### src/rtl/sd_spi_init_and_block_read_assert.svh
// Assertion macros used by the top RTL file of the SD SPI host.
`ifndef SD_SPI_INIT_AND_BLOCK_READ_ASSERT_SVH
`define SD_SPI_INIT_AND_BLOCK_READ_ASSERT_SVH

// Same-cycle implication, checked on every rising clock edge out of reset.
`define SDSPI_ASSERT_NOW(lbl, ante, cons, msg) \
  lbl: assert property (@(posedge clk) disable iff (!rst_n) (ante) |-> (cons)) \
    else $error(msg);

// Next-cycle implication, checked on every rising clock edge out of reset.
`define SDSPI_ASSERT_NEXT(lbl, ante, cons, msg) \
  lbl: assert property (@(posedge clk) disable iff (!rst_n) (ante) |=> (cons)) \
    else $error(msg);

`endif

### src/rtl/sdspi_pkg.sv
`timescale 1ns / 1ps
package sdspi_pkg;

  // Sequencer phases.
  typedef enum logic [4:0] {
    PH_IDLE,
    PH_DUMMY,
    PH_FRAME,
    PH_RESP,
    PH_TAIL,
    PH_TOKEN,
    PH_DATA
  } phase_t;

  // Input word commands.
  localparam logic [1:0] REQ_BYTE = 2'd0;
  localparam logic [1:0] REQ_INIT = 2'd1;
  localparam logic [1:0] REQ_READ = 2'd2;

  // Finish status codes.
  localparam logic [1:0] ST_OK      = 2'd0;
  localparam logic [1:0] ST_ERR     = 2'd1;
  localparam logic [1:0] ST_TIMEOUT = 2'd2;

  // Configuration register indexes.
  localparam logic [2:0] CFG_DUMMY_BYTES    = 3'd0;
  localparam logic [2:0] CFG_RESET_ATTEMPTS = 3'd1;
  localparam logic [2:0] CFG_INIT_ATTEMPTS  = 3'd2;
  localparam logic [2:0] CFG_RESPONSE_POLLS = 3'd3;
  localparam logic [2:0] CFG_TOKEN_POLLS    = 3'd4;

  // SD command indexes.
  localparam logic [5:0] CMD_GO_IDLE  = 6'd0;
  localparam logic [5:0] CMD_BLOCKLEN = 6'd16;
  localparam logic [5:0] CMD_READ     = 6'd17;
  localparam logic [5:0] CMD_OP_COND  = 6'd41;
  localparam logic [5:0] CMD_APP      = 6'd55;

  // Bytes and sizes of the protocol.
  localparam logic [7:0]  BYTE_IDLE     = 8'hFF;
  localparam logic [7:0]  TOKEN_START   = 8'hFE;
  localparam logic [7:0]  FRAME_START   = 8'h40;
  localparam logic [7:0]  CRC_GO_IDLE   = 8'h95;
  localparam logic [7:0]  CRC_OTHER     = 8'h01;
  localparam logic [31:0] BLOCKLEN_ARG  = 32'd512;
  localparam int          BLOCK_BYTES   = 512;
  localparam int          BC_W          = $clog2(BLOCK_BYTES + 2) + 1;
  localparam logic [BC_W-1:0] FRAME_BYTES = BC_W'(8);
  localparam logic [BC_W-1:0] DATA_END    = BC_W'(BLOCK_BYTES);
  localparam logic [BC_W-1:0] BLOCK_END   = BC_W'(BLOCK_BYTES + 2);

  // Command state seen by the frame generator.
  typedef struct packed {
    phase_t          phase;
    logic [BC_W-1:0] byte_count;
    logic [5:0]      index;
    logic [31:0]     arg;
  } cmd_state_t;

  // One requested SPI exchange.
  typedef struct packed {
    logic [7:0] mosi;
    logic       select;
  } xfer_t;

  // One result word.
  typedef struct packed {
    logic       xfer;
    logic [7:0] mosi;
    logic       select;
    logic       data_valid;
    logic [7:0] data_byte;
    logic       done_res;
    logic [1:0] status;
  } res_t;

endpackage

### src/rtl/sdspi_if.sv
`timescale 1ns / 1ps
// Input channel: command words and returned MISO bytes.
interface sdspi_in_if;
  logic        valid;
  logic        ready;
  logic [1:0]  command;
  logic [22:0] lba;
  logic [7:0]  miso;

  modport source (output valid, command, lba, miso, input ready);
  modport sink (input valid, command, lba, miso, output ready);
endinterface

// Result channel: exchange requests, block data and finish reports.
interface sdspi_out_if;
  logic       valid;
  logic       ready;
  logic       xfer;
  logic [7:0] mosi;
  logic       select;
  logic       data_valid;
  logic [7:0] data_byte;
  logic       done_res;
  logic [1:0] status;

  modport source (output valid, xfer, mosi, select, data_valid, data_byte, done_res,
                  status, input ready);
  modport sink (input valid, xfer, mosi, select, data_valid, data_byte, done_res,
                status, output ready);
endinterface

### src/rtl/sdspi_frame_gen.sv
`timescale 1ns / 1ps
module sdspi_frame_gen
  import sdspi_pkg::*;
(
  input  cmd_state_t cs,
  output xfer_t      xo
);

  // Byte to send and chip select level for the current phase and position.
  always_comb begin
    xo.mosi   = BYTE_IDLE;
    xo.select = 1'b1;
    case (cs.phase)
      PH_DUMMY, PH_TAIL: begin
        xo.select = 1'b0;
      end
      PH_FRAME: begin
        // Frame: deselected idle, selected idle, start, four argument bytes, crc.
        case (cs.byte_count)
          BC_W'(0): xo.select = 1'b0;
          BC_W'(2): xo.mosi = FRAME_START | {2'b00, cs.index};
          BC_W'(3): xo.mosi = cs.arg[31:24];
          BC_W'(4): xo.mosi = cs.arg[23:16];
          BC_W'(5): xo.mosi = cs.arg[15:8];
          BC_W'(6): xo.mosi = cs.arg[7:0];
          BC_W'(7): xo.mosi = ((cs.index == CMD_GO_IDLE) ? CRC_GO_IDLE : CRC_OTHER)
                              | 8'h01;
          default: xo.mosi = BYTE_IDLE;
        endcase
      end
      default: begin
        xo.mosi = BYTE_IDLE;
      end
    endcase
  end

endmodule

### src/rtl/sd_spi_init_and_block_read.sv
// SD card SPI host sequencer: card init and single block read.
// The result word of an accepted input word is registered in the output register, or in the skid stage.
// Throughput: one input word per cycle while the skid stage is empty; the state update is a single registered pass.
// An output register and a skid stage keep input accepted while one result waits.
// Synchronous active-low reset sets the idle phase and the register defaults.
`timescale 1ns / 1ps
`include "sd_spi_init_and_block_read_assert.svh"
module sd_spi_init_and_block_read
  import sdspi_pkg::*;
(
  input  logic        clk,
  input  logic        rst_n,
  input  logic        cfg_we,
  input  logic [2:0]  cfg_index,
  input  logic [15:0] cfg_data,
  sdspi_in_if.sink    in_ch,
  sdspi_out_if.source out_ch
);

  // Configuration registers.
  logic [7:0]  dummy_bytes_r, reset_attempts_r, init_attempts_r, response_polls_r;
  logic [15:0] token_polls_r;

  // Sequencer state.
  phase_t          phase_r, phase_nxt;
  logic            operation_r, operation_nxt;
  logic [BC_W-1:0] byte_count_r, byte_count_nxt;
  logic [15:0]     poll_count_r, poll_count_nxt;
  logic [7:0]      attempt_count_r, attempt_count_nxt;
  logic [5:0]      command_index_r, command_index_nxt;
  logic [31:0]     command_arg_r, command_arg_nxt;
  logic [7:0]      last_response_r, last_response_nxt;

  // Output register and skid stage.
  res_t out_r, out_nxt, skid_r, skid_nxt;
  logic out_valid_r, out_valid_nxt, skid_valid_r, skid_valid_nxt;

  logic       accept, push, pop;
  logic       has_res, issue_en, fin, dv;
  logic [1:0] st_code;
  res_t       res;
  cmd_state_t cs_nxt;
  xfer_t      xo;

  logic [BC_W-1:0] bc_inc;
  logic [7:0]      att_inc, reset_lim, init_lim;
  logic [8:0]      rsp_lim;
  logic [16:0]     tok_lim, poll_inc;

  assign accept   = in_ch.valid && in_ch.ready;
  assign push     = accept && has_res;
  assign pop      = out_valid_r && out_ch.ready;
  assign in_ch.ready = !skid_valid_r;

  assign bc_inc    = byte_count_r + BC_W'(1);
  assign att_inc   = attempt_count_r + 8'd1;
  assign poll_inc  = {1'b0, poll_count_r} + 17'd1;
  assign reset_lim = (reset_attempts_r == 8'd0) ? 8'd1 : reset_attempts_r;
  assign init_lim  = (init_attempts_r == 8'd0) ? 8'd1 : init_attempts_r;
  assign rsp_lim   = (response_polls_r == 8'd0) ? 9'd256 : {1'b0, response_polls_r};
  assign tok_lim   = (token_polls_r == 16'd0) ? 17'h10000 : {1'b0, token_polls_r};

  // Configuration writes.
  always_ff @(posedge clk) begin
    if (!rst_n) begin
      dummy_bytes_r    <= 8'd10;
      reset_attempts_r <= 8'd100;
      init_attempts_r  <= 8'd200;
      response_polls_r <= 8'd255;
      token_polls_r    <= 16'd65535;
    end else if (cfg_we) begin
      case (cfg_index)
        CFG_DUMMY_BYTES:    dummy_bytes_r    <= cfg_data[7:0];
        CFG_RESET_ATTEMPTS: reset_attempts_r <= cfg_data[7:0];
        CFG_INIT_ATTEMPTS:  init_attempts_r  <= cfg_data[7:0];
        CFG_RESPONSE_POLLS: response_polls_r <= cfg_data[7:0];
        CFG_TOKEN_POLLS:    token_polls_r    <= cfg_data;
        default: ;
      endcase
    end
  end

  // Next state of the sequencer for the word at the input.
  always_comb begin
    phase_nxt         = phase_r;
    operation_nxt     = operation_r;
    byte_count_nxt    = byte_count_r;
    poll_count_nxt    = poll_count_r;
    attempt_count_nxt = attempt_count_r;
    command_index_nxt = command_index_r;
    command_arg_nxt   = command_arg_r;
    last_response_nxt = last_response_r;
    has_res = 1'b0;
    fin     = 1'b0;
    dv      = 1'b0;
    st_code = ST_OK;

    if (phase_r == PH_IDLE) begin
      if (in_ch.command == REQ_INIT) begin
        has_res           = 1'b1;
        operation_nxt     = 1'b0;
        attempt_count_nxt = 8'd0;
        last_response_nxt = BYTE_IDLE;
        phase_nxt         = PH_DUMMY;
        byte_count_nxt    = '0;
        poll_count_nxt    = 16'd0;
        if (dummy_bytes_r == 8'd0) begin
          phase_nxt         = PH_FRAME;
          command_index_nxt = CMD_GO_IDLE;
          command_arg_nxt   = 32'd0;
        end
      end else if (in_ch.command == REQ_READ) begin
        has_res           = 1'b1;
        operation_nxt     = 1'b1;
        attempt_count_nxt = 8'd0;
        last_response_nxt = BYTE_IDLE;
        phase_nxt         = PH_FRAME;
        byte_count_nxt    = '0;
        poll_count_nxt    = 16'd0;
        command_index_nxt = CMD_READ;
        command_arg_nxt   = {in_ch.lba, 9'd0};
      end
    end else if (in_ch.command == REQ_BYTE) begin
      has_res = 1'b1;
      case (phase_r)
        PH_DUMMY: begin
          byte_count_nxt = bc_inc;
          if (bc_inc >= BC_W'(dummy_bytes_r)) begin
            attempt_count_nxt = 8'd0;
            phase_nxt         = PH_FRAME;
            byte_count_nxt    = '0;
            poll_count_nxt    = 16'd0;
            command_index_nxt = CMD_GO_IDLE;
            command_arg_nxt   = 32'd0;
          end
        end
        PH_FRAME: begin
          byte_count_nxt = bc_inc;
          if (bc_inc >= FRAME_BYTES) begin
            phase_nxt      = PH_RESP;
            poll_count_nxt = 16'd0;
          end
        end
        PH_RESP: begin
          last_response_nxt = in_ch.miso;
          if (!in_ch.miso[7] || (poll_inc >= {8'd0, rsp_lim})) begin
            // Response in hand: decide on the next command.
            case (command_index_r)
              CMD_GO_IDLE: begin
                attempt_count_nxt = att_inc;
                if (in_ch.miso == 8'd1) begin
                  attempt_count_nxt = 8'd0;
                  phase_nxt         = PH_FRAME;
                  byte_count_nxt    = '0;
                  poll_count_nxt    = 16'd0;
                  command_index_nxt = CMD_APP;
                  command_arg_nxt   = 32'd0;
                end else if (att_inc >= reset_lim) begin
                  fin     = 1'b1;
                  st_code = ST_ERR;
                end else begin
                  phase_nxt      = PH_FRAME;
                  byte_count_nxt = '0;
                  poll_count_nxt = 16'd0;
                end
              end
              CMD_APP, CMD_OP_COND: begin
                if ((command_index_r == CMD_APP) && (in_ch.miso <= 8'd1)) begin
                  phase_nxt         = PH_FRAME;
                  byte_count_nxt    = '0;
                  poll_count_nxt    = 16'd0;
                  command_index_nxt = CMD_OP_COND;
                  command_arg_nxt   = 32'd0;
                end else begin
                  // End of one app-command attempt.
                  attempt_count_nxt = att_inc;
                  if ((in_ch.miso == 8'd0) || (att_inc >= init_lim)) begin
                    phase_nxt = PH_TAIL;
                  end else begin
                    phase_nxt         = PH_FRAME;
                    byte_count_nxt    = '0;
                    poll_count_nxt    = 16'd0;
                    command_index_nxt = CMD_APP;
                    command_arg_nxt   = 32'd0;
                  end
                end
              end
              CMD_BLOCKLEN: begin
                phase_nxt = PH_TAIL;
              end
              CMD_READ: begin
                if (in_ch.miso != 8'd0) begin
                  fin     = 1'b1;
                  st_code = ST_ERR;
                end else begin
                  phase_nxt      = PH_TOKEN;
                  poll_count_nxt = 16'd0;
                end
              end
              default: begin
                fin     = 1'b1;
                st_code = ST_ERR;
              end
            endcase
          end else begin
            poll_count_nxt = poll_inc[15:0];
          end
        end
        PH_TOKEN: begin
          if (in_ch.miso == TOKEN_START) begin
            phase_nxt      = PH_DATA;
            byte_count_nxt = '0;
          end else if (poll_inc >= tok_lim) begin
            fin     = 1'b1;
            st_code = ST_TIMEOUT;
          end else begin
            poll_count_nxt = poll_inc[15:0];
          end
        end
        PH_DATA: begin
          dv             = (byte_count_r < DATA_END);
          byte_count_nxt = bc_inc;
          if (bc_inc >= BLOCK_END) begin
            phase_nxt = PH_TAIL;
          end
        end
        PH_TAIL: begin
          if (operation_r) begin
            fin = 1'b1;
          end else if (command_index_r == CMD_BLOCKLEN) begin
            fin     = 1'b1;
            st_code = (last_response_r == 8'd0) ? ST_OK : ST_ERR;
          end else if (last_response_r != 8'd0) begin
            fin     = 1'b1;
            st_code = ST_ERR;
          end else begin
            phase_nxt         = PH_FRAME;
            byte_count_nxt    = '0;
            poll_count_nxt    = 16'd0;
            command_index_nxt = CMD_BLOCKLEN;
            command_arg_nxt   = BLOCKLEN_ARG;
          end
        end
        default: begin
          fin     = 1'b1;
          st_code = ST_ERR;
        end
      endcase
      if (fin) begin
        phase_nxt = PH_IDLE;
      end
    end
  end

  assign issue_en = has_res && !fin;

  assign cs_nxt.phase      = phase_nxt;
  assign cs_nxt.byte_count = byte_count_nxt;
  assign cs_nxt.index      = command_index_nxt;
  assign cs_nxt.arg        = command_arg_nxt;

  sdspi_frame_gen u_frame_gen (
    .cs (cs_nxt),
    .xo (xo)
  );

  // Result word; unused fields are zero.
  always_comb begin
    res            = '0;
    res.xfer       = issue_en;
    res.mosi       = issue_en ? xo.mosi : 8'd0;
    res.select     = issue_en && xo.select;
    res.data_valid = dv;
    res.data_byte  = dv ? in_ch.miso : 8'd0;
    res.done_res   = fin;
    res.status     = fin ? st_code : ST_OK;
  end

  // Output register with a skid stage behind it.
  always_comb begin
    out_nxt        = out_r;
    skid_nxt       = skid_r;
    out_valid_nxt  = out_valid_r;
    skid_valid_nxt = skid_valid_r;
    if (skid_valid_r) begin
      if (pop) begin
        out_nxt        = skid_r;
        skid_valid_nxt = 1'b0;
      end
    end else if (push) begin
      if (!out_valid_r || pop) begin
        out_nxt       = res;
        out_valid_nxt = 1'b1;
      end else begin
        skid_nxt       = res;
        skid_valid_nxt = 1'b1;
      end
    end else if (pop) begin
      out_valid_nxt = 1'b0;
    end
  end

  always_ff @(posedge clk) begin
    if (!rst_n) begin
      phase_r         <= PH_IDLE;
      operation_r     <= 1'b0;
      byte_count_r    <= '0;
      poll_count_r    <= 16'd0;
      attempt_count_r <= 8'd0;
      command_index_r <= 6'd0;
      command_arg_r   <= 32'd0;
      last_response_r <= BYTE_IDLE;
      out_valid_r     <= 1'b0;
      skid_valid_r    <= 1'b0;
    end else begin
      if (accept) begin
        phase_r         <= phase_nxt;
        operation_r     <= operation_nxt;
        byte_count_r    <= byte_count_nxt;
        poll_count_r    <= poll_count_nxt;
        attempt_count_r <= attempt_count_nxt;
        command_index_r <= command_index_nxt;
        command_arg_r   <= command_arg_nxt;
        last_response_r <= last_response_nxt;
      end
      out_valid_r  <= out_valid_nxt;
      skid_valid_r <= skid_valid_nxt;
    end
  end

  always_ff @(posedge clk) begin
    out_r  <= out_nxt;
    skid_r <= skid_nxt;
  end

  assign out_ch.valid      = out_valid_r;
  assign out_ch.xfer       = out_r.xfer;
  assign out_ch.mosi       = out_r.mosi;
  assign out_ch.select     = out_r.select;
  assign out_ch.data_valid = out_r.data_valid;
  assign out_ch.data_byte  = out_r.data_byte;
  assign out_ch.done_res   = out_r.done_res;
  assign out_ch.status     = out_r.status;

  // Checks on the sequencer and the output buffer.
  `SDSPI_ASSERT_NOW(a_skid_behind_out, skid_valid_r, out_valid_r,
                    "skid stage holds a word while the output register is empty")
  `SDSPI_ASSERT_NOW(a_done_no_xfer, out_valid_r && out_r.done_res, !out_r.xfer,
                    "finish report also requests an exchange")
  `SDSPI_ASSERT_NOW(a_data_with_xfer, out_valid_r && out_r.data_valid, out_r.xfer,
                    "block data byte without a following exchange")
  `SDSPI_ASSERT_NEXT(a_done_to_idle, push && res.done_res, phase_r == PH_IDLE,
                     "sequencer not idle after a finish report")
  `SDSPI_ASSERT_NOW(a_data_count, phase_r == PH_DATA, byte_count_r < BLOCK_END,
                    "data byte count ran past the block and its crc")

endmodule

### src/flat_wrapper.sv
// flat-port wrapper written by rule: the top's interface ports become plain ports
module sd_spi_init_and_block_read_flat import sdspi_pkg::*;
  (clk, rst_n, cfg_we, cfg_index, cfg_data, in_ch_valid, in_ch_command, in_ch_lba, in_ch_miso, in_ch_ready, out_ch_valid, out_ch_xfer, out_ch_mosi, out_ch_select, out_ch_data_valid, out_ch_data_byte, out_ch_done_res, out_ch_status, out_ch_ready);
  sdspi_in_if in_ch_i ();
  sdspi_out_if out_ch_i ();
  input  logic clk;
  input  logic rst_n;
  input  logic cfg_we;
  input  logic [2:0] cfg_index;
  input  logic [15:0] cfg_data;
  input wire logic [$bits(in_ch_i.valid)-1:0] in_ch_valid;
  input wire logic [$bits(in_ch_i.command)-1:0] in_ch_command;
  input wire logic [$bits(in_ch_i.lba)-1:0] in_ch_lba;
  input wire logic [$bits(in_ch_i.miso)-1:0] in_ch_miso;
  output wire logic [$bits(in_ch_i.ready)-1:0] in_ch_ready;
  output wire logic [$bits(out_ch_i.valid)-1:0] out_ch_valid;
  output wire logic [$bits(out_ch_i.xfer)-1:0] out_ch_xfer;
  output wire logic [$bits(out_ch_i.mosi)-1:0] out_ch_mosi;
  output wire logic [$bits(out_ch_i.select)-1:0] out_ch_select;
  output wire logic [$bits(out_ch_i.data_valid)-1:0] out_ch_data_valid;
  output wire logic [$bits(out_ch_i.data_byte)-1:0] out_ch_data_byte;
  output wire logic [$bits(out_ch_i.done_res)-1:0] out_ch_done_res;
  output wire logic [$bits(out_ch_i.status)-1:0] out_ch_status;
  input wire logic [$bits(out_ch_i.ready)-1:0] out_ch_ready;
  assign in_ch_i.valid = in_ch_valid;
  assign in_ch_i.command = in_ch_command;
  assign in_ch_i.lba = in_ch_lba;
  assign in_ch_i.miso = in_ch_miso;
  assign in_ch_ready = in_ch_i.ready;
  assign out_ch_valid = out_ch_i.valid;
  assign out_ch_xfer = out_ch_i.xfer;
  assign out_ch_mosi = out_ch_i.mosi;
  assign out_ch_select = out_ch_i.select;
  assign out_ch_data_valid = out_ch_i.data_valid;
  assign out_ch_data_byte = out_ch_i.data_byte;
  assign out_ch_done_res = out_ch_i.done_res;
  assign out_ch_status = out_ch_i.status;
  assign out_ch_i.ready = out_ch_ready;
  sd_spi_init_and_block_read u_core (.clk(clk), .rst_n(rst_n), .cfg_we(cfg_we), .cfg_index(cfg_index), .cfg_data(cfg_data), .in_ch(in_ch_i), .out_ch(out_ch_i));
endmodule
### config.mk
export PLATFORM = sky130hd
export DESIGN_NAME = sd_spi_init_and_block_read_flat
export DESIGN_NICKNAME = d
export VERILOG_FILES = /design/src/rtl/sdspi_pkg.sv /design/src/rtl/sdspi_if.sv /design/src/rtl/sdspi_frame_gen.sv /design/src/rtl/sd_spi_init_and_block_read.sv /design/src/flat_wrapper.sv
export VERILOG_INCLUDE_DIRS = /design/src /design/src/rtl
export SDC_FILE = /design/constraint.sdc
export NUM_CORES = 1
export LEC_CHECK = 0
export BUFFER_PORTS_ARGS = -buffer_cell sky130_fd_sc_hd__buf_2
export CAP_MARGIN = 10
export CORE_ASPECT_RATIO = 0.8
export CORE_MARGIN = 10
export CORE_UTILIZATION = 25
export CTS_CLUSTER_DIAMETER = 60
export DETAILED_ROUTE_END_ITERATION = 10
export PLACE_DENSITY = 0.4
export SLEW_MARGIN = 30
export SYNTH_ARGS = -nofsm -noshare
export SYNTH_HDL_FRONTEND = slang
export SYNTH_HIERARCHICAL = 1
export SYNTH_SLANG_ARGS = --single-unit
### constraint.sdc
create_clock -name clk -period 6.75 [get_ports clk]
set_clock_uncertainty 0.2 [all_clocks]
set_input_delay 0.675 -clock clk [delete_from_list [all_inputs] [get_ports clk]]
set_output_delay 0.675 -clock clk [all_outputs]
set_load 0.005 [all_outputs]
==> results of run 1 <==
-- sequential cells by signal, summed over array words and instances (netlist names), 6 cells and up --
name	cells
u_core/command_arg_r	32
u_core/skid_r	22
u_core/poll_count_r	16
u_core/token_polls_r	16
u_core/byte_count_r	11
u_core/attempt_count_r	8
u_core/dummy_bytes_r	8
u_core/init_attempts_r	8
u_core/last_response_r	8
u_core/out_ch.data_byte	8
u_core/out_ch.mosi	8
u_core/reset_attempts_r	8
u_core/response_polls_r	8
u_core/command_index_r	6
-- metal layers --
layer  GRT usage  part of all wire  up-vias
met4      0.0356             0.010        0
met1       0.218              0.53     4954
met5           0                 0        -
li1            -                 -     5122
met3      0.0269             0.044       25
met2       0.199              0.41      216
-- layout make-up --
| type | instances | area (sq um) | area share |
|---|---|---|---|
| multi-input combinational | 1034 | 6680 | 0.514 |
| clock buffer | 19 | 453 | 0.0348 |
| tap | 603 | 754 | 0.0580 |
| sequential | 181 | 4060 | 0.313 |
| clock inverter | 13 | 170 | 0.0131 |
| timing repair buffer | 102 | 566 | 0.0435 |
| inverter | 83 | 312 | 0.0240 |
-- layout by cell type (no fill, tap or decap), types with 22 or more instances in the layout --
cell type	netlist	routed
mux2i_1	32	32
and2_1	38	38
edfxtp_1	44	44
nor3_1	30	28
ha_1	56	56
inv_1	82	83
a22oi_1	47	47
nand3_1	28	28
buf_2	10	80
nand2_1	185	185
nor4_1	22	22
o211ai_1	39	39
a21oi_1	64	62
o21ai_0	101	100
nor2_1	80	79
dfxtp_1	137	137
buf_4	2	22
-- synth_stat cells, types with 22 or more instances --
master and number:
dfxtp_1 137, nand2_1 185, mux2i_1 32, o21ai_0 101, nand3_1 28, ha_1 56
nor4_1 22, edfxtp_1 44, nor2_1 80, clkbuf_1 62, and2_1 38, a22oi_1 47
o211ai_1 39, a21oi_1 64, nor3_1 30, inv_1 82
-- worst max path at each step --
stage                                             start                         endpoint  slack [ps]
detailed placement  u_core/byte_count_r[3]$_SDFFE_PN0P_  u_core/out_ch.mosi[5]$_DFFE_PP_         800
CTS                 u_core/byte_count_r[3]$_SDFFE_PN0P_  u_core/out_ch.mosi[5]$_DFFE_PP_         780
finish              u_core/byte_count_r[3]$_SDFFE_PN0P_  u_core/out_ch.mosi[5]$_DFFE_PP_         710
global route        u_core/byte_count_r[3]$_SDFFE_PN0P_  u_core/out_ch.mosi[5]$_DFFE_PP_         220
floorplan           u_core/byte_count_r[3]$_SDFFE_PN0P_  u_core/out_ch.mosi[0]$_DFFE_PP_        1830
global placement    u_core/byte_count_r[3]$_SDFFE_PN0P_  u_core/out_ch.mosi[5]$_DFFE_PP_        1040
-- power breakdown --
part	internal [W]	switching (W)	leakage (nW)	total, W
sequential	0.00114	0.0000221	1.54	0.00117
combinational	0.000111	0.000226	3.12	0.000338
clock	0.000609	0.000487	0.310	0.00110
-- metrics by stage --
stage / setup slack, ps / utilization / total power, W
after floorplan: 1830 / - / 0.00139
after global placement: 1040 / 0.277 / 0.00153
after detailed placement: 804 / 0.277 / 0.00153
after CTS: 784 / 0.291 / 0.00264
after global routing: 217 / 0.291 / 0.00272
final: 712 / 0.291 / 0.00260
-- logic make-up after synthesis --
logic type,after synthesis
and+or+nand+nor,502
xor gates and xnor gates,28
adders and majority gates,56
DFF,181
muxes,43
AOI/OAI and AO/OA,405
buffers and inverters,158
==> flow_summary.yaml, run 1 <==
timing:
  slew_viol_final: 0
  period_share: 0.895
  fin_crit_ps: 6040
  hold_viol: 0
  max_freq_mhz: 166
  grt_setup_unrepaired: "no"
  relSlewSlack: 0.366
  tns_ps: 0
  worst_pin_slew_ps: 947
  report.final.setup_viol: 0
  holdWs_ps: 229
floorplanning:
  io-pin-count: 81
  coreArea_sq_um: 44600
  die_h_microns: 210
  initial_core_util: 0.254
  die_width_microns: 258
  die_area_sq_um: 54300
  core.rowCount: 69
critical_path:
  worstPathRequired_ps: 6770
  worstPathBufferInverterCount: 1
  crit_family: "simple AND/OR/NAND/NOR gates"
  path_depth: 17
  crit_path_cell_trace: "nand3_1 > or2_2 > and2_1 > or2_2 > ha_1 > a21oi_1 > o21ai_0 > a2111oi_2 > nand3_1 > a21oi_1 > buf_4 > a22o_1 > nor2_1 > nor4_4 > nand2_1 > a211o_1 > a31o_2"
  cp-start-kind: "flop"
  worstReg2RegStart: "u_core/byte_count_r[3]$_SDFFE_PN0P_"
  rr_endpoint: "u_core/out_ch.mosi[5]$_DFFE_PP_"
  cp_max_fo: 16
  cp.arrival_ps: 6060
  path_class: "reg2reg"
  end_kind: "flop"
  critPathSlowestCell: "a22o_1"
  r2r_cells: 17
  r2r_slack_ps: 710
  cp_slowest_stage_delay_ps: 600
final_layout:
  stdcell_area_sq_um: 13000
  diodes: 0
  drive_above_1_share: 0.136
  stdcell_count: 2035
  syn2layout_area_growth_pct: 14.7
  fin_nets: 1532
  num-fill-cells: 4741
global_route:
  grt_overflow: 0
  grt_pass1_wl_mm: 61.0
  grt_pass1_vias: 9995
  grtUsageTotal: 0.143
  grt_antenna_before_repair: 0
  grt_max_degree: 55
route:
  ant_nets: 0
  wl_per_cell_microns: 19.2
  num_vias: 10300
  drt_wl_total_mm: 39.1
  drt_pre_antenna_iters: 5
  drc: 0
  drtIter0Drc: 871
  via_per_inst: 5.07
yosys:
  synth_xor_xnor_area_share: 0.0216
  yosysWarningCount: 6
  synthesis.area_sq_um: 11300
  synth-simple-area-share: 0.224
  ys_async_sr_fraction: 0
  yosysTopAreaCellShare: 0.242
  synth_mux_area_frac: 0.0392
  ys_seq_elements: 181
  ys_seq_area_frac: 0.358
  synth_nets: 1486
  postSynth.topFlopCell: "dfxtp_1"
  synth_top_family_by_area: "compound AO/OA/AOI/OAI gates"
  yosysUniqueCellTypes: 82
  yosys.area.top_type: "dfxtp_1"
  avgSynthCellArea_sq_um: 8.26
  synth.area.top_cells: "dfxtp_1 24%, edfxtp_1 12%, ha_1 6.2%"
  synth_compound_area_frac: 0.240
  synthAdderAreaFrac: 0.0618
  syn_inst: 1373
  synth_edf_count: 44
clocking:
  clk_path_buf_depth: 2
  path_clk_slew_ps: 70
  numCtsBuffers: 17
  postCtsSetupRepairBufs: 0
  clk_latency_ps: 460
  cts_sinks: 181
  cts_tree: "built"
  holdBufCountCts: 0
  post_cts_resize_count: 0
  cts_root_buf: "clkbuf_16"
  cts_max_level: 4
placement:
  dp_hpwl_mm: 28.9
  place_area_sq_um: 12400
  numPlacedInstances: 2003
  io_buffers: 80
  globalplace.congestion: 0.857
hold_path:
  min_to: "u_core/skid_valid_r$_SDFF_PN0_"
  hp-start: "out_ch_ready"
  hold_path.class: "in2reg"
  whs_path_depth: 2
pwr:
  p_leak_nw: 4.98
  powerDensity_nw_per_um2: 200
  ir_drop_mv: 0.184
outcome:
  status: "finished clean"
job:
  drv_cap: 0
Power figures use the tool's default switching activity.
==> run 2: changes to the inputs <==
--- a/config.mk
+++ b/config.mk
@@ -10,10 +10,10 @@
 export CAP_MARGIN = 10
 export CORE_ASPECT_RATIO = 0.8
 export CORE_MARGIN = 10
-export CORE_UTILIZATION = 25
+export CORE_UTILIZATION = 39
 export CTS_CLUSTER_DIAMETER = 60
 export DETAILED_ROUTE_END_ITERATION = 10
-export PLACE_DENSITY = 0.4
+export PLACE_DENSITY = 0.56
 export SLEW_MARGIN = 30
 export SYNTH_ARGS = -nofsm -noshare
 export SYNTH_HDL_FRONTEND = slang
==> run 2 against run 1 <==
Compared with the run above: power shrank 5.0%; sequential share of layout area grew 0.91 points; register-to-register slack lost 150 ps; clock power shrank 11%; critical path type unchanged.
==> flow_summary.yaml, run 2 (same netlist as run 1, synthesis figures left out) <==
outcome:
  status: "finished clean"
route:
  ant_nets: 0
  drt_wl_total_mm: 34.7
  drc: 0
  drtIter0Drc: 1014
  num_vias: 10400
  via_per_inst: 5.78
  wl_per_cell_microns: 19.3
  drt_pre_antenna_iters: 5
floorplanning:
  initial_core_util: 0.398
  coreArea_sq_um: 28500
  die_area_sq_um: 36300
  die_h_microns: 173
  core.rowCount: 55
  io-pin-count: 81
  die_width_microns: 211
final_layout:
  drive_above_1_share: 0.134
  final_common_cell: "nand2_1"
  fin_nets: 1529
  diodes: 0
  reg_top3: "u_core/command_arg_r (32), u_core/skid_r (22)"
  final_cell_mix: "185 x nand2_1, 137 x dfxtp_1, 100 x o21ai_0"
  largest_register: "u_core/command_arg_r"
  syn2layout_area_growth_pct: 11.4
  largest_register_ff_count: 32
  post-route-util: 0.443
clocking:
  cts_tree: "built"
  clk_path_buf_depth: 2
  post_cts_resize_count: 0
  clk_latency_ps: 450
  cts_max_level: 4
  cts_root_buf: "clkbuf_16"
  path_clk_slew_ps: 80
  numCtsBuffers: 17
  holdBufCountCts: 0
  postCtsSetupRepairBufs: 0
  cts_sinks: 181
global_route:
  grt_pass1_vias: 9549
  grt_antenna_before_repair: 0
  grtUsageTotal: 0.187
  grt_overflow: 0
  grt_max_degree: 53
  grt_pass1_wl_mm: 55.0
timing:
  max_freq_mhz: 162
  grt_setup_unrepaired: "no"
  worst_pin_slew_ps: 881
  slew_viol_final: 0
  hold_viol: 0
  report.final.setup_viol: 0
  setup_slack_ps: 565
  period_share: 0.916
  relSlewSlack: 0.405
  tns_ps: 0
  fin_crit_ps: 6190
placement:
  dp_slack_ps: 673
  io_buffers: 80
  dp_hpwl_mm: 25.6
  globalplace.congestion: 0.932
critical_path:
  end_kind: "flop"
  cp-start-kind: "flop"
  cp_max_fo: 16
  worstPathRequired_ps: 6760
  path_class: "reg2reg"
  r2r_slack_ps: 560
  cp.arrival_ps: 6190
pwr:
  clkPwrFrac: 0.395
  ir_drop_mv: 0.175
  p_leak_nw: 4.93
  internal_power_w: 0.00174
  powerDensity_nw_per_um2: 196
  finalPower_w: 0.00247
  sw_frac_of_total: 0.295
  p_sw_w: 0.000729
  power_frac_seq: 0.472
  combPwrFrac: 0.133
hold_path:
  hold_path.class: "in2reg"
job:
  drv_cap: 0
==> run 2: cell types whose count changed in the layout (fill, tap and decap cells not counted), moves of 2 or more <==
cell       before  now
bufinv_16       3    0
inv_6           2    6
buf_4          22   19
clkbuf_8        2    0
==> run 2: power groups by stage <==
| stage | clock [W] | combinational [W] | sequential, W |
|---|---|---|---|
| final | 0.000977 | 0.000328 | 0.00117 |
| after global routing | 0.00105 | 0.000359 | 0.00117 |
| after CTS | 0.00100 | 0.000323 | 0.00117 |
| after detailed placement | 0 | 0.000322 | 0.00119 |
| after global placement | 0 | 0.000322 | 0.00119 |
| after floorplan | 0 | 0.000203 | 0.00118 |
==> run 2: worst paths after layout <==
path | cells past startpoint | endpoint | start
worst min-delay path | 2 | u_core/skid_valid_r$_SDFF_PN0_ | out_ch_ready
worst max-delay path | 16 | u_core/out_ch.mosi[5]$_DFFE_PP_ | u_core/byte_count_r[3]$_SDFFE_PN0P_
worst min register to register | 2 | u_core/reset_attempts_r[1]$_SDFFE_PN0P_ | u_core/reset_attempts_r[1]$_SDFFE_PN0P_
worst max register to register | 16 | u_core/out_ch.mosi[5]$_DFFE_PP_ | u_core/byte_count_r[3]$_SDFFE_PN0P_
==> run 2: routing by layer <==
metal	track usage	up-vias	part of all wire
met1	0.288	4931	0.51
met3	0.0378	18	0.068
met4	0.0395	0	0.0071
met2	0.257	335	0.41
li1	-	5123	-
met5	0	-	0
==> run 2: cell type report <==
type | count | area [sq um]
Inverter | 83 | 312
Tap cell | 370 | 463
Fill cell | 2875 | 15900
Timing Repair Buffer | 99 | 543
Clock buffer | 17 | 425
Sequential cell | 181 | 4060
Clock inverter | 15 | 134
Multi-Input combinational cell | 1034 | 6690
==> run 2: metrics by stage <==
step | cells | instance area, sq um | hold WS, ps
after global routing | 1799 | 12600 | 249
final | 1799 | 12600 | 250
after global placement | 1767 | 12100 | 245
after CTS | 1799 | 12600 | 225
after floorplan | 1373 | 11300 | 236
after detailed placement | 1767 | 12100 | 250
==> run 2: worst max-delay path, cell delays in order (launching register included) <==
cell and delay (ps):
dfxtp_1 490, nand3_1 420, or2_2 450, and2_1 180, or2_2 300, ha_1 290, nand2_1 70, nor3_1 60
a2111oi_2 650, nand3_1 430, a21oi_1 600, a22o_1 640, nor2_1 160, nor4_4 280, nand2_1 170, a211o_1 320
a31o_2 230
==> run 3: changes to the inputs <==
--- a/config.mk
+++ b/config.mk
@@ -11,8 +11,9 @@
 export CORE_ASPECT_RATIO = 0.8
 export CORE_MARGIN = 10
 export CORE_UTILIZATION = 39
-export CTS_CLUSTER_DIAMETER = 60
+export CTS_CLUSTER_DIAMETER = 120
 export DETAILED_ROUTE_END_ITERATION = 10
+export MAX_ROUTING_LAYER = met4
 export PLACE_DENSITY = 0.56
 export SLEW_MARGIN = 30
 export SYNTH_ARGS = -nofsm -noshare
==> run 3 against run 2 <==
Compared with the run above: register-to-register slack better by 80 ps; die area unchanged; utilization increased by 0.21 points; routed wire length rose by 2.1%; global-route usage is 1.1 points higher; fmax increased by 1.3%; non-clock buffer count grew 3; sequential share of layout area down 0.15 points; cell area grew 0.47%; largest power group unchanged; highest routed layer unchanged.
==> flow_summary.yaml, run 3 (same netlist as run 1, synthesis figures left out) <==
outcome:
  status: "finished clean"
critical_path:
  end_kind: "flop"
  path_class: "reg2reg"
  r2r_slack_ps: 640
  crit_start: "u_core/byte_count_r[2]$_SDFFE_PN0P_"
  cp.arrival_ps: 6120
  cp_max_fo: 16
  worstPathRequired_ps: 6760
  r2r_cells: 16
  cp-start-kind: "flop"
  worstReg2RegStart: "u_core/byte_count_r[2]$_SDFFE_PN0P_"
  rr_endpoint: "u_core/out_ch.mosi[3]$_DFFE_PP_"
route:
  ant_nets: 0
  num_vias: 10600
  wl_per_cell_microns: 19.7
  drtIter0Drc: 1094
  drt_pre_antenna_iters: 6
  drt_wl_total_mm: 35.5
  drc: 0
  via_per_inst: 5.86
global_route:
  use_met2: 0.264
  grt_util_met3: 0.0387
  grtUsageTotal: 0.198
  grt_pass1_wl_mm: 56.3
  grt-busiest-layer: "met1"
  grt_max_degree: 53
  grt_pass1_vias: 9847
  grt_overflow: 0
  met1_usage: 0.294
  grt_antenna_before_repair: 0
final_layout:
  regArea_sq_um: 4060
  reg_top3: "u_core/command_arg_r (32), u_core/skid_r (22)"
  multiInputGateArea_sq_um: 6690
  final_cell_mix: "185 x nand2_1, 137 x dfxtp_1, 100 x o21ai_0"
  diodes: 0
  num-fill-cells: 2853
  largest_register: "u_core/command_arg_r"
  fin_nets: 1532
  syn2layout_area_growth_pct: 12.0
  final_common_cell: "nand2_1"
  drive_above_1_share: 0.135
  largest_register_ff_count: 32
pwr:
  powerDensity_nw_per_um2: 200
  p_leak_nw: 4.95
  ir_drop_mv: 0.168
  finalPower_w: 0.00254
floorplanning:
  coreArea_sq_um: 28500
  die_area_sq_um: 36300
  initial_core_util: 0.398
  die_width_microns: 211
  die_h_microns: 173
  core.rowCount: 55
  io-pin-count: 81
clocking:
  path_clk_slew_ps: 80
  clk_latency_ps: 450
  cts_max_level: 4
  post_cts_resize_count: 0
  cts_tree: "built"
  holdBufCountCts: 0
  numCtsBuffers: 17
  postCtsSetupRepairBufs: 0
  cts_root_buf: "clkbuf_16"
  cts_sinks: 181
  clk_path_buf_depth: 2
placement:
  dp_hpwl_mm: 26.2
  io_buffers: 80
  globalplace.congestion: 0.945
timing:
  report.final.setup_viol: 0
  relSlewSlack: 0.416
  max_freq_mhz: 164
  hold_viol: 0
  tns_ps: 0
  grt_setup_unrepaired: "no"
  slew_viol_final: 0
  period_share: 0.905
  fin_crit_ps: 6110
  worst_pin_slew_ps: 864
hold_path:
  whs_path_depth: 2
  hp-start: "out_ch_ready"
  min_to: "u_core/skid_valid_r$_SDFF_PN0_"
  hold_path.class: "in2reg"
job:
  drv_cap: 0
run 3: critical path, stage by stage, from the launching register on:
cell and delay (ps):
dfxtp_1 510, nand3_1 120, buf_4 210, nor3_1 580, xor2_1 290, ha_1 290
nand2_1 80, nor3_1 60, a2111oi_2 630, nand3_1 420, a21oi_1 650, a22o_1 680
nor2_1 170, nor4_4 280, nand2_1 170, a211o_2 320, a31o_2 230
run 3: worst max path at each step:
stage                                      end  slack, ps  cells past startpoint
3_5_place_dp   u_core/out_ch.mosi[3]$_DFFE_PP_        750                     16
6_report       u_core/out_ch.mosi[3]$_DFFE_PP_        640                     16
4_1_cts        u_core/out_ch.mosi[3]$_DFFE_PP_        730                     16
2_1_floorplan  u_core/out_ch.mosi[0]$_DFFE_PP_       1830                     20
5_1_grt        u_core/out_ch.mosi[5]$_DFFE_PP_        170                     16
3_3_place_gp   u_core/out_ch.mosi[3]$_DFFE_PP_       1030                     16
run 3: metal layers:
layer / up-vias / part of all wire
met5: - / 0
met4: 0 / 0.011
met3: 25 / 0.073
met2: 366 / 0.41
met1: 5040 / 0.51
li1: 5121 / -
run 3: where the power goes:
part	internal (W)	switching (W)
Combinational	0.000112	0.000220
Sequential	0.00115	0.0000227
Clock	0.000576	0.000465
run 3: per-stage QoR:
stage	hold WS, ps	utilization	area, sq um	worst slack [ps]	std cells
floorplan	236	-	11300	1830	1373
global placement	245	0.424	12100	1030	1770
detailed placement	249	0.424	12100	752	1770
CTS	220	0.445	12700	735	1802
global route	228	0.446	12700	166	1802
finish	239	0.446	12700	642	1802
run 3: final cells by class:
cell class                 count  area share
clock buffer                  21      0.0364
clock inverter                11      0.0105
inverter                      83      0.0245
multi-input combinational   1034       0.527
sequential                   181       0.320
tap                          370      0.0365
timing repair buffer         102      0.0446
